$ cat config.mk
export PLATFORM = sky130hd
export DESIGN_NAME = format_integer_in_radix
export DESIGN_NICKNAME = d
export VERILOG_FILES = /design/src/rtl/fir_pkg.sv /design/src/rtl/format_integer_in_radix.sv /design/src/rtl/fir_divider.sv /design/src/rtl/fir_digit_ram.sv
export SDC_FILE = /design/constraint.sdc
export NUM_CORES = 1
export LEC_CHECK = 0
export ABC_AREA = 1
export BUFFER_PORTS_ARGS = -buffer_cell sky130_fd_sc_hd__buf_2
export CAP_MARGIN = 20
export CORE_UTILIZATION = 40
export DETAILED_ROUTE_END_ITERATION = 10
export GPL_TIMING_DRIVEN = 0
export PLACE_DENSITY_LB_ADDON = 0.12
export SYNTH_ARGS = -nofsm -noshare
export SYNTH_HDL_FRONTEND = slang
export SYNTH_SLANG_ARGS = --single-unit
$ cat constraint.sdc
create_clock -name clk -period 4.9 [get_ports clk]
set_input_delay 1.47 -clock clk [delete_from_list [all_inputs] [get_ports clk]]
set_output_delay 1.47 -clock clk [all_outputs]
set_load 0.05 [all_outputs]
$ cat src/rtl/fir_pkg.sv
// ----------------------------------------------------------------------------
// fir_pkg: shared types and constants of the radix formatter
// Item structs, divider request/response structs, digit-to-ASCII mapping.
// ----------------------------------------------------------------------------
package fir_pkg;

	localparam int VALUE_WIDTH = 64;
	localparam int MAX_DIGITS = 64;

	localparam int IN_VALUE_W = 64;
	localparam int BASE_W = 6;
	localparam int CHAR_W = 7;

	localparam int CNT_W = $clog2(MAX_DIGITS + 1);
	localparam int ADDR_W = $clog2(MAX_DIGITS);
	localparam int STEP_W = $clog2(VALUE_WIDTH);

	localparam logic [BASE_W-1:0] BASE_MIN = BASE_W'(2);
	localparam logic [BASE_W-1:0] BASE_MAX = BASE_W'(36);

	localparam logic [CHAR_W-1:0] CHAR_ZERO = 7'h30;
	localparam logic [CHAR_W-1:0] CHAR_A = 7'h41;
	localparam logic [CHAR_W-1:0] DEC_MAX = 7'd9;
	localparam logic [CHAR_W-1:0] DEC_COUNT = 7'd10;

	typedef struct packed {
		logic [IN_VALUE_W-1:0] value;
		logic [BASE_W-1:0] base;
	} cmd_item_t;

	typedef struct packed {
		logic [CHAR_W-1:0] digit_char;
		logic last_digit;
		logic bad_base;
	} res_item_t;

	typedef struct packed {
		logic start;
		logic [VALUE_WIDTH-1:0] dividend;
		logic [BASE_W-1:0] divisor;
	} div_req_t;

	typedef struct packed {
		logic done;
		logic [VALUE_WIDTH-1:0] quotient;
		logic [BASE_W-1:0] remainder;
	} div_rsp_t;

	function automatic logic [CHAR_W-1:0] digit_to_ascii(input logic [BASE_W-1:0] d);
		logic [CHAR_W-1:0] w;
		w = {1'b0, d};
		if (w <= DEC_MAX) begin
			return CHAR_ZERO + w;
		end
		return CHAR_A + (w - DEC_COUNT);
	endfunction

endpackage

$ cat src/rtl/format_integer_in_radix.sv
// ----------------------------------------------------------------------------
// format_integer_in_radix: unsigned integer to ASCII digits in base 2..36
// Top level: sequencer around a shared serial divider and a remainder store.
// ----------------------------------------------------------------------------
// Each digit costs one pass of the serial divider; emission then reads each
//   digit back (ST_READ) and loads it into the output register (ST_LOAD),
//   waiting while res is stalled. A bad base skips the divider. cmd_stall
//   stays high from accept to the last load.
// Reset: arst_n clears the sequencer, digit count and output valid; the
//   remainder store has no reset and is always written before it is read.
// ----------------------------------------------------------------------------
module format_integer_in_radix (
	input  logic clk,
	input  logic arst_n,
	input  logic cmd_valid,
	output logic cmd_stall,
	input  fir_pkg::cmd_item_t cmd,
	output logic res_valid,
	input  logic res_stall,
	output fir_pkg::res_item_t res
);
	import fir_pkg::*;

	// Sequencer: wait for an item, divide repeatedly, read digits back, load output.
	localparam logic [1:0] ST_IDLE = 2'd0;
	localparam logic [1:0] ST_DIV = 2'd1;
	localparam logic [1:0] ST_READ = 2'd2;
	localparam logic [1:0] ST_LOAD = 2'd3;

	logic [1:0] state_q;
	logic [CNT_W-1:0] n_q;          // digits produced so far
	logic [ADDR_W-1:0] rd_idx_q;    // digit being emitted, counts down to 0
	logic [BASE_W-1:0] base_q;
	logic err_q;
	logic res_valid_q;
	res_item_t res_q;

	div_req_t div_req;
	div_rsp_t div_rsp;

	logic accept;
	logic base_ok;
	logic [CNT_W-1:0] n_next;
	logic div_more;
	logic out_free;
	logic mem_wr_en;
	logic mem_rd_en;
	logic [BASE_W-1:0] mem_rd_data;

	// Take a new item only while idle; a pending result may still wait in res_q.
	assign cmd_stall = (state_q != ST_IDLE);
	assign accept = cmd_valid && !cmd_stall;
	assign base_ok = (cmd.base >= BASE_MIN) && (cmd.base <= BASE_MAX);

	// Keep dividing while the quotient is nonzero and the digit limit is not hit.
	assign n_next = n_q + 1'b1;
	assign div_more = (div_rsp.quotient != '0) && (n_next < CNT_W'(MAX_DIGITS));

	// First pass loads the masked input value; later passes feed back the quotient.
	assign div_req.start = (accept && base_ok) ||
		(state_q == ST_DIV && div_rsp.done && div_more);
	assign div_req.dividend = (state_q == ST_IDLE) ? cmd.value[VALUE_WIDTH-1:0]
		: div_rsp.quotient;
	assign div_req.divisor = (state_q == ST_IDLE) ? cmd.base : base_q;

	// Store each remainder, least significant digit at address 0.
	assign mem_wr_en = (state_q == ST_DIV) && div_rsp.done;
	assign mem_rd_en = (state_q == ST_READ);

	// The output register is free when empty or when its item leaves this cycle.
	assign out_free = !res_valid_q || !res_stall;

	fir_divider u_divider (
		.clk    (clk),
		.arst_n (arst_n),
		.req    (div_req),
		.rsp    (div_rsp)
	);

	fir_digit_ram u_digit_ram (
		.clk     (clk),
		.wr_en   (mem_wr_en),
		.wr_addr (n_q[ADDR_W-1:0]),
		.wr_data (div_rsp.remainder),
		.rd_en   (mem_rd_en),
		.rd_addr (rd_idx_q),
		.rd_data (mem_rd_data)
	);

	always_ff @(posedge clk or negedge arst_n) begin
		if (!arst_n) begin
			state_q <= ST_IDLE;
			n_q <= '0;
			rd_idx_q <= '0;
			base_q <= '0;
			err_q <= 1'b0;
			res_valid_q <= 1'b0;
		end else begin
			// Raise the output valid on a load; drop it once the item has been taken.
			if (state_q == ST_LOAD && out_free) begin
				res_valid_q <= 1'b1;
			end else if (!res_stall) begin
				res_valid_q <= 1'b0;
			end
			case (state_q)
				ST_IDLE: begin
					if (accept) begin
						base_q <= cmd.base;
						n_q <= '0;
						err_q <= !base_ok;
						state_q <= base_ok ? ST_DIV : ST_LOAD;
					end
				end
				ST_DIV: begin
					if (div_rsp.done) begin
						n_q <= n_next;
						if (!div_more) begin
							// Most significant digit sits at the last written address.
							rd_idx_q <= n_q[ADDR_W-1:0];
							state_q <= ST_READ;
						end
					end
				end
				ST_READ: begin
					state_q <= ST_LOAD;
				end
				ST_LOAD: begin
					if (out_free) begin
						if (err_q || rd_idx_q == '0) begin
							state_q <= ST_IDLE;
						end else begin
							rd_idx_q <= rd_idx_q - 1'b1;
							state_q <= ST_READ;
						end
					end
				end
				default: begin
					state_q <= ST_IDLE;
				end
			endcase
		end
	end

	// Output payload: bad base gives one flagged item with no digit.
	always_ff @(posedge clk) begin
		if (state_q == ST_LOAD && out_free) begin
			if (err_q) begin
				res_q.digit_char <= '0;
				res_q.last_digit <= 1'b1;
				res_q.bad_base <= 1'b1;
			end else begin
				res_q.digit_char <= digit_to_ascii(mem_rd_data);
				res_q.last_digit <= (rd_idx_q == '0);
				res_q.bad_base <= 1'b0;
			end
		end
	end

	assign res_valid = res_valid_q;
	assign res = res_q;

	// A flagged item is always the whole run and carries no character.
	a_bad_base_shape: assert property (@(posedge clk) disable iff (!arst_n)
		res_valid && res.bad_base |-> res.last_digit && res.digit_char == '0)
		else $error("bad_base item without last_digit or with a character");

	// A digit character is always a decimal digit or an upper-case letter.
	a_digit_range: assert property (@(posedge clk) disable iff (!arst_n)
		res_valid && !res.bad_base |->
			(res.digit_char >= CHAR_ZERO && res.digit_char <= CHAR_ZERO + DEC_MAX) ||
			(res.digit_char >= CHAR_A && res.digit_char <= 7'h5A))
		else $error("digit character out of range");

	// The digit count never passes the store depth.
	a_count_limit: assert property (@(posedge clk) disable iff (!arst_n)
		n_q <= CNT_W'(MAX_DIGITS))
		else $error("digit count beyond MAX_DIGITS");

	// The divider start request is never raised back to back.
	a_div_no_overlap: assert property (@(posedge clk) disable iff (!arst_n)
		div_req.start |=> !div_req.start)
		else $error("divider restarted during a pass");

endmodule

$ cat src/rtl/fir_divider.sv
// ----------------------------------------------------------------------------
// fir_divider: serial restoring divider
// Divides a VALUE_WIDTH-bit dividend by a small radix, one quotient bit a cycle.
// ----------------------------------------------------------------------------
module fir_divider (
	input  logic clk,
	input  logic arst_n,
	input  fir_pkg::div_req_t req,
	output fir_pkg::div_rsp_t rsp
);
	import fir_pkg::*;

	logic busy_q;
	logic done_q;
	logic [STEP_W-1:0] step_q;
	logic [VALUE_WIDTH-1:0] dq_q;
	logic [BASE_W-1:0] rem_q;
	logic [BASE_W-1:0] divisor_q;

	logic [BASE_W:0] trial;
	logic [BASE_W:0] diff;
	logic fits;

	// Shift the next dividend bit into the partial remainder and try a subtract.
	assign trial = {rem_q, dq_q[VALUE_WIDTH-1]};
	assign diff = trial - {1'b0, divisor_q};
	assign fits = trial >= {1'b0, divisor_q};

	always_ff @(posedge clk or negedge arst_n) begin
		if (!arst_n) begin
			busy_q <= 1'b0;
			done_q <= 1'b0;
			step_q <= '0;
		end else begin
			if (req.start) begin
				busy_q <= 1'b1;
				done_q <= 1'b0;
				step_q <= STEP_W'(VALUE_WIDTH - 1);
			end else if (busy_q) begin
				if (step_q == '0) begin
					busy_q <= 1'b0;
					done_q <= 1'b1;
				end else begin
					done_q <= 1'b0;
					step_q <= step_q - 1'b1;
				end
			end else begin
				done_q <= 1'b0;
			end
		end
	end

	always_ff @(posedge clk) begin
		if (req.start) begin
			dq_q <= req.dividend;
			rem_q <= '0;
			divisor_q <= req.divisor;
		end else if (busy_q) begin
			dq_q <= {dq_q[VALUE_WIDTH-2:0], fits};
			rem_q <= fits ? diff[BASE_W-1:0] : trial[BASE_W-1:0];
		end
	end

	assign rsp.done = done_q;
	assign rsp.quotient = dq_q;
	assign rsp.remainder = rem_q;

endmodule

$ cat src/rtl/fir_digit_ram.sv
// ----------------------------------------------------------------------------
// fir_digit_ram: remainder store
// One write port, one registered read port, MAX_DIGITS entries.
// ----------------------------------------------------------------------------
module fir_digit_ram (
	input  logic clk,
	input  logic wr_en,
	input  logic [fir_pkg::ADDR_W-1:0] wr_addr,
	input  logic [fir_pkg::BASE_W-1:0] wr_data,
	input  logic rd_en,
	input  logic [fir_pkg::ADDR_W-1:0] rd_addr,
	output logic [fir_pkg::BASE_W-1:0] rd_data
);
	import fir_pkg::*;

	logic [BASE_W-1:0] mem_q [MAX_DIGITS];
	logic [BASE_W-1:0] rd_data_q;

	always_ff @(posedge clk) begin
		if (wr_en) begin
			mem_q[wr_addr] <= wr_data;
		end
	end

	always_ff @(posedge clk) begin
		if (rd_en) begin
			rd_data_q <= mem_q[rd_addr];
		end
	end

	assign rd_data = rd_data_q;

endmodule

==> key figures, run 1 <==
Floorplanning
  • Core ar.: 55,520 µm²
  • Die height: 239.8 µm
  • Die Area: 57,510 µm²
  • Num rows: 86
  • Die X-Extent: 239.8 µm
  • Initial core utilization: 0.4074
  • # IOs: 85

Clock tree
  • Clock tree sinks: 506
  • Number of gates resized after CTS: 0
  • Clk root buf: clkbuf_16
  • CTS max path bufs: 3
  • H-tree Lvls: 2
  • Num CTS Buffers: 54
  • Post-CTS setup buffers: 0
  • Clock Latency Late Sink: 0.60 ns
  • # hold bufs at CTS: 0
  • CTS tree: done
  • CTS clk-pin slew, worst paths: 0.06 ns

Cells and area
  • Most frequent cells in the layout: nand2_1 (785), edfxtp_1 (469), nand3_1 (324)
  • # fillers: 5,375
  • Diode count: 0
  • Final instance area: 25,710 µm²
  • Share of layout cells above drive strength 1: 0.1133
  • Multi-input logic area: 6345 µm²
  • Commonest non-fill, non-tap cell in the layout: nand2_1
  • Register area: 15,000 µm²
  • Area delta synth->final: 13.66%
  • Nets: 2,482

Logic synthesis
  • Syn_area_per_cell: 10.05 µm²
  • Synthesized Nets: 2,340
  • Synth Area in XOR/XNOR: 0.003429
  • Synth Area in Adders: 0.008629
  • Sequential fraction of the synthesis area: 0.6622
  • Synth warn: 0
  • Synth Register Bits: 506
  • Syn Inst Count: 2,251
  • Post-synthesis mux area share: 0
  • Synth Area in Simple Gates: 0.2440
  • Post-synthesis compound-gate area fraction: 0.02445
  • Largest family of logic cells by synthesized area: simple AND/OR/NAND/NOR gates
  • Synthesized cell area: 22,620 µm²
  • Yosys cell types: 36

Drt
  • Vias: 16,310
  • Iter 0 DRT Violations: 1,390
  • DR vias/cell: 5.121
  • Drt drc: 0
  • Wire per inst: 19.92 µm
  • Routed wire length: 63,410 µm
  • Antenna-violating nets left: 0
  • Drt first pass iters: 5

STA
  • RSZ-0062 raised after global routing: no
  • Max_slew headroom: 0.3384
  • Fin crit share: 0.6930
  • Slew @ Worst Pin: 0.9894 ns
  • Setup TNS: 0 ns
  • Crit path time final: 3.396 ns
  • Max Slew Vio Count: 0
  • Final Hold Slack: 0.4855 ns
  • Setup Skew: 0.01190 ns
  • Fmax: 294.5 MHz
  • Final hold violations: 0
  • Final Setup Violations: 0

Critical path
  • Worst Path Required: 3.43 ns
  • CP Class: reg2out
  • Crit. End Element: output pin
  • Worst Setup Start Kind: flop
  • CP Max Fanout: 10
  • Worst EP arrival: 1.93 ns

Global routing
  • Total track usage: 0.2268
  • Pin count of the biggest net entering global routing: 69
  • Aggregate global routing overflow: 0
  • Initial antenna violation count: 1
  • First-pass GRT wire length: 96,860 µm
  • Vias in the first global route: 16,340

Worst hold path
  • Hold WC Path Type: reg2reg

Power
  • Leak: 10.49 nW
  • Max VDD drop: 312.3 µV
  • PD cells: 585.9 nW/µm²

Placement
  • GPL Wtd Cong: 0.9113
  • Buffers on Ports: 84
  • Post-DP HPWL: 42,210 µm
  • DP Area: 24,050 µm²

Outcome
  • Status: finished, final reports clean

Flow run
  • Max-cap viol count: 0
-- worst max-delay path, stage by stage, from the launching register on --
cell and delay (ns):
dfrtp_1 0.41, nor2_1 0.10, inv_1 0.14, clkbuf_1 0.32, buf_2 0.35
-- kinds of logic (layout without fill, tap and decap cells) --
| family | Yosys count | in the layout |
|---|---|---|
| AOI/OAI and AO/OA | 90 | 90 |
| DFF | 506 | 506 |
| buffers and inverters | 310 | 495 |
| and+or+nand+nor | 1322 | 1322 |
| xor gates and xnor gates | 8 | 8 |
| adders and majority gates | 15 | 15 |
-- routing by layer --
layer | vias to the layer above | GRT usage | routed length [µm]
met3 | 123 | 0.03527 | 4549
li1 | 7779 | - | -
met1 | 7798 | 0.3039 | 27230
met4 | 2 | 0.08605 | 2165
met2 | 603 | 0.3705 | 29450
met5 | - | 0 | 13
-- power breakdown --
group | switching [mW] | internal [mW] | leakage [nW] | total (mW)
Clock | 1.68 | 2.21 | 0.808 | 3.89
Combinational | 3.19 | 1.33 | 4.96 | 4.52
Sequential | 0.776 | 5.87 | 4.73 | 6.65
-- sequential cells by signal, summed over array words and instances (netlist names) --
register             count
base_q                   6
err_q                    1
n_q                      7
rd_idx_q                 6
res                      9
res_valid                1
state_q                  2
u_digit_ram.mem_q      384
u_digit_ram.rd_data      6
u_divider.busy_q         1
u_divider.divisor_q      6
u_divider.done_q         1
u_divider.dq_q          64
u_divider.rem_q          6
u_divider.step_q         6
-- through the flow --
stage / utilization / instances / worst slack (ns) / power, mW
4_1_cts: 0.4630 / 3184 / 1.466 / 15.14
3_5_place_dp: 0.4331 / 3085 / 1.033 / 11.23
5_1_grt: 0.4630 / 3184 / 1.344 / 15.85
3_3_place_gp: 0.4318 / 3083 / 0.03156 / 11.20
2_1_floorplan: - / 2251 / 1.094 / 9.240
6_report: 0.4630 / 3184 / 1.504 / 15.06
-- area by class of cell --
| class | count | share of cell area |
|---|---|---|
| sequential | 506 | 0.5835 |
| tap | 748 | 0.03640 |
| clock buffer | 77 | 0.05957 |
| clock inverter | 22 | 0.005110 |
| inverter | 203 | 0.02974 |
| buffer | 107 | 0.02068 |
| timing repair buffer | 86 | 0.01820 |
| multi-input combinational | 1435 | 0.2468 |
-- cell usage after synthesis, drive strengths merged --
cell type	number	share of area
xnor2	4	0.0015
nand4	13	0.0039
a211oi	1	0.00033
dfrtp	31	0.034
xor2	4	0.0019
a21boi	1	0.00083
buf	74	0.018
nand3	325	0.072
nor3	9	0.0020
nand2	789	0.13
or2	25	0.0069
nor3b	1	0.00033
inv	199	0.033
nand3b	5	0.0017
o211ai	24	0.0080
edfxtp	469	0.62
o21ai	49	0.011
clkinv	4	0.00066
ha	14	0.0077
a21oi	15	0.0043
dfxtp	6	0.0053
nor2	155	0.026
clkbuf	33	0.0055
fa	1	0.00089
-- path summary, 6_finish.rpt --
kind / start / endpoint / slack (ns) / cells after the start
hold reg to reg: base_q[5]$_DFFE_PN0P_ / base_q[5]$_DFFE_PN0P_ / 0.49 / 2
setup reg to reg: state_q[0]$_DFFE_PN0P_ / u_digit_ram.mem_q[1][1]$_DFFE_PP_ / 1.87 / 7
setup / recovery: state_q[1]$_DFFE_PN0P_ / cmd_stall / 1.50 / 4
max in group asynchronous: arst_n / u_divider.step_q[5]$_DFFE_PN0P_ / 3.42 / 1
min in group asynchronous: arst_n / err_q$_DFFE_PN0P_ / 0.96 / 1
hold / removal: base_q[5]$_DFFE_PN0P_ / base_q[5]$_DFFE_PN0P_ / 0.49 / 2
Note: power is estimated with default switching activity, not from simulation.
==> run 2: changes to the inputs <==
==> constraint.sdc (replaced) <==
create_clock -name clk -period 2.8 [get_ports clk]
set_input_delay 0.84 -clock clk [delete_from_list [all_inputs] [get_ports clk]]
set_output_delay 0.84 -clock clk [all_outputs]
set_load 0.05 [all_outputs]
==> run 2 against run 1 <==
  * Total power is 82% higher
  * Sequential share of layout area fell by 1.2 points
  * First-iteration DRC count is 2.7% higher
  * Sequential cell count did not move
  * Global-route usage decreased by 0.19 points
  * Clock skew grew 0.014 ns
  * Register-to-register slack worse by 1.6 ns
  * Cell area increased by 2.1%
  * Sequential power rose by 70%
  * Worst setup slack got worse by 1.3 ns
  * Combinational power is 88% higher
  * Die area unchanged
  * Largest cell class unchanged
==> key figures, run 2 (synthesis results as in run 1) <==
Drt
  • Met2 wire len: 30,050 µm (was 29,450 µm)
  • Drt first pass iters: 7 (was 5)
  • Wire length on met1: 27,750 µm (was 27,230 µm)
  • Routed wl met3: 4473 µm (was 4549 µm)
  • Top Metal Used: met4 (was met5)
  • Vias: 16,410 (was 16,310)
  • Antenna-violating nets left: 0 (unchanged)
  • Routed wire length: 64,120 µm (was 63,410 µm)
  • Drt drc: 0 (unchanged)
  • DR vias/cell: 5.117 (was 5.121)
  • Iter 0 DRT Violations: 1,427 (was 1,390)
  • Wire per inst: 19.99 µm (was 19.92 µm)

Cells and area
  • Most frequent cells in the layout: nand2_1 (785), edfxtp_1 (469), nand3_1 (324) (unchanged)
  • Final Core Density: 0.4729 (was 0.4630)
  • Nets: 2,505 (was 2,482)
  • Biggest regs: u_digit_ram.mem_q: 384 flops, u_divider.dq_q: 64 flops, res: 9 flops (unchanged)
  • Diode count: 0 (unchanged)
  • Share of layout cells above drive strength 1: 0.1358 (was 0.1133)
  • Largest register FFs: 384 (unchanged)
  • Area delta synth->final: 16.07% (was 13.66%)
  • Commonest non-fill, non-tap cell in the layout: nand2_1 (unchanged)
  • Non-filler cells, final: 3,208 (was 3,184)
  • # fillers: 5,287 (was 5,375)
  • Largest reg by FF count: u_digit_ram.mem_q (unchanged)

Clock tree
  • CTS tree: done (unchanged)
  • CTS max path bufs: 3 (unchanged)
  • Clock tree sinks: 506 (unchanged)
  • Num CTS Buffers: 54 (unchanged)
  • H-tree Lvls: 2 (unchanged)
  • Clock Latency Late Sink: 0.62 ns (was 0.60 ns)
  • # hold bufs at CTS: 0 (unchanged)
  • Clk root buf: clkbuf_16 (unchanged)
  • CTS clk-pin slew, worst paths: 0.06 ns (about the same)

STA
  • Fmax: 388.0 MHz
  • Final hold violations: 0 (unchanged)
  • Max_slew headroom: 0.4067 (was 0.3384)
  • Fin crit share: 0.9204
  • Final worst setup slack: 0.2229 ns (was 1.504 ns)
  • Slew @ Worst Pin: 0.8900 ns (was 0.9894 ns)
  • Final Setup Violations: 0 (unchanged)
  • Final Hold Slack: 0.3165 ns (was 0.4855 ns)
  • RSZ-0062 raised after global routing: no (unchanged)
  • Crit path time final: 2.577 ns
  • Setup TNS: 0 ns (unchanged)
  • Max Slew Vio Count: 0 (unchanged)
  • Setup Skew: 0.02611 ns (was 0.01190 ns)

Placement
  • Placed Instances: 3,086 (was 3,085)
  • Pre-CTS WS: -0.3997 ns (was 1.033 ns)
  • GPL Wtd Cong: 0.9450 (was 0.9113)
  • Post-DP HPWL: 42,550 µm (was 42,210 µm)
  • Buffers on Ports: 84 (unchanged)

Critical path
  • Worst path top cell family by delay: buffers and inverters (unchanged)
  • Slowest stage delay, CP: 0.47 ns (was 0.41 ns)
  • Worst EP arrival: 3.11 ns (was 1.93 ns)
  • Worst Reg-to-Reg Cells: 12 (was 7)
  • Crit. End Element: flop (was output pin)
  • Worst Setup Start Kind: flop (unchanged)
  • CP bufs+invs: 4 (was 3)
  • FF-to-FF End: rd_idx_q[3]$_DFFE_PN0P_ (was u_digit_ram.mem_q[1][1]$_DFFE_PP_)
  • Most frequent CP cell: nand2_1
  • Slowest-stage cell, CP: clkbuf_1 (was dfrtp_1)
  • R2R setup slack: 0.22 ns (was 1.87 ns)
  • CP Class: reg2reg (was reg2out)
  • Worst Path Required: 3.33 ns (was 3.43 ns)
  • Crit-path cells: buf_2 -> inv_2 -> clkbuf_1 -> ha_1 -> inv_1 -> nor2_1 -> nand2_1 -> o21ai_2 -> a21boi_4 -> nand2_1 -> nand2_1 -> nand2_1 (was nor2_1 -> inv_1 -> clkbuf_1 -> buf_2)
  • Worst R2R Start: rd_idx_q[1]$_DFFE_PN0P_ (was state_q[0]$_DFFE_PN0P_)
  • CP Max Fanout: 10 (unchanged)

Global routing
  • First-pass GRT wire length: 95,680 µm (was 96,860 µm)
  • Vias in the first global route: 16,140 (was 16,340)
  • Total track usage: 0.2249 (was 0.2268)
  • Pin count of the biggest net entering global routing: 68 (was 69)
  • Initial antenna violation count: 1 (unchanged)
  • Aggregate global routing overflow: 0 (unchanged)

Flow run
  • Max-cap viol count: 0 (unchanged)

Floorplanning
  • Die X-Extent: 239.8 µm (unchanged)
  • Initial core utilization: 0.4074 (unchanged)
  • Die Area: 57,510 µm² (unchanged)
  • Num rows: 86 (unchanged)
  • Core ar.: 55,520 µm² (unchanged)
  • # IOs: 85 (unchanged)
  • Die height: 239.8 µm (unchanged)

Power
  • Max VDD drop: 824.6 µV (was 312.3 µV)
  • PD cells: 1046 nW/µm² (was 585.9 nW/µm²)
  • Leak: 10.74 nW (was 10.49 nW)

Outcome
  • Status: finished, final reports clean (unchanged)

Worst hold path
  • Hold WC Path Type: in2async (was reg2reg)
## run 2: cell count changes in the layout (fill, tap and decap cells not counted), sizes merged
| cell | before | now |
|---|---|---|
| buf | 160 | 183 |
| bufinv | 1 | 9 |
| clkbuf | 110 | 102 |
| clkinvlp | 3 | 4 |
## run 2: metal layers
metal  up-vias  track usage
met5         -            0
met3       108      0.03895
met4         0      0.07226
met2       557       0.3716
li1       7829            -
met1      7920       0.3001
## run 2: metrics by stage
| stage | power, mW | cell area [µm²] |
|---|---|---|
| after floorplan | 16.17 | 22640 |
| after global placement | 19.62 | 24000 |
| after detailed placement | 19.70 | 24090 |
| after CTS | 27.40 | 26090 |
| after global routing | 28.82 | 26260 |
| final | 27.47 | 26260 |
## run 2: worst register-to-register path, stage by stage, from the launching register on
cell and delay [ns]:
dfrtp_1 0.35, buf_2 0.17, inv_2 0.13, clkbuf_1 0.47, ha_1 0.28, inv_1 0.04, nor2_1 0.16, nand2_1 0.16
o21ai_2 0.27, a21boi_4 0.13, nand2_1 0.19, nand2_1 0.07, nand2_1 0.08
## run 2: timing repair
action	4_1_cts	5_1_grt
setup endpoints to repair	258	252
pin swaps	0	0
gates resized for setup	9	11
buffers inserted	8	14
gates cloned	1	0
## run 2: how the worst max path moves through the flow
stage                                          from                                 end  slack [ns]  cells past startpoint
detailed placement                           cmd[4]        u_divider.dq_q[25]$_DFFE_PP_       -0.40                     11
finish                      rd_idx_q[1]$_DFFE_PN0P_             rd_idx_q[3]$_DFFE_PN0P_        0.22                     12
CTS                          state_q[0]$_DFFE_PN0P_  u_digit_ram.mem_q[26][3]$_DFFE_PP_       -0.15                      7
floorplan                                    cmd[4]         u_divider.dq_q[0]$_DFFE_PP_       -0.07                      9
global route                rd_idx_q[1]$_DFFE_PN0P_             rd_idx_q[1]$_DFFE_PN0P_        0.02                     12
global placement    u_divider.rem_q[2]$_SDFFE_PP0P_         u_divider.dq_q[0]$_DFFE_PP_       -1.68                      7
## run 2: area by class of cell
type / count / area, µm² / area share
clock inverter: 30 / 375.4 / 0.01430
timing repair buffer: 109 / 703.2 / 0.02678
buffer: 106 / 534.3 / 0.02035
multi-input combinational: 1435 / 6404 / 0.2439
clock buffer: 70 / 1525 / 0.05809
inverter: 203 / 768.2 / 0.02926
tap: 748 / 935.9 / 0.03565
sequential: 506 / 15000 / 0.5714
timing repair inverter: 1 / 7.507 / 0.0002859
## run 2: power by group
group	leakage (nW)	total (mW)	switching [mW]	internal [mW]
clock network	0.934	7.67	3.02	4.65
logic	5.08	8.51	6.05	2.46
registers	4.73	11.3	1.03	10.3
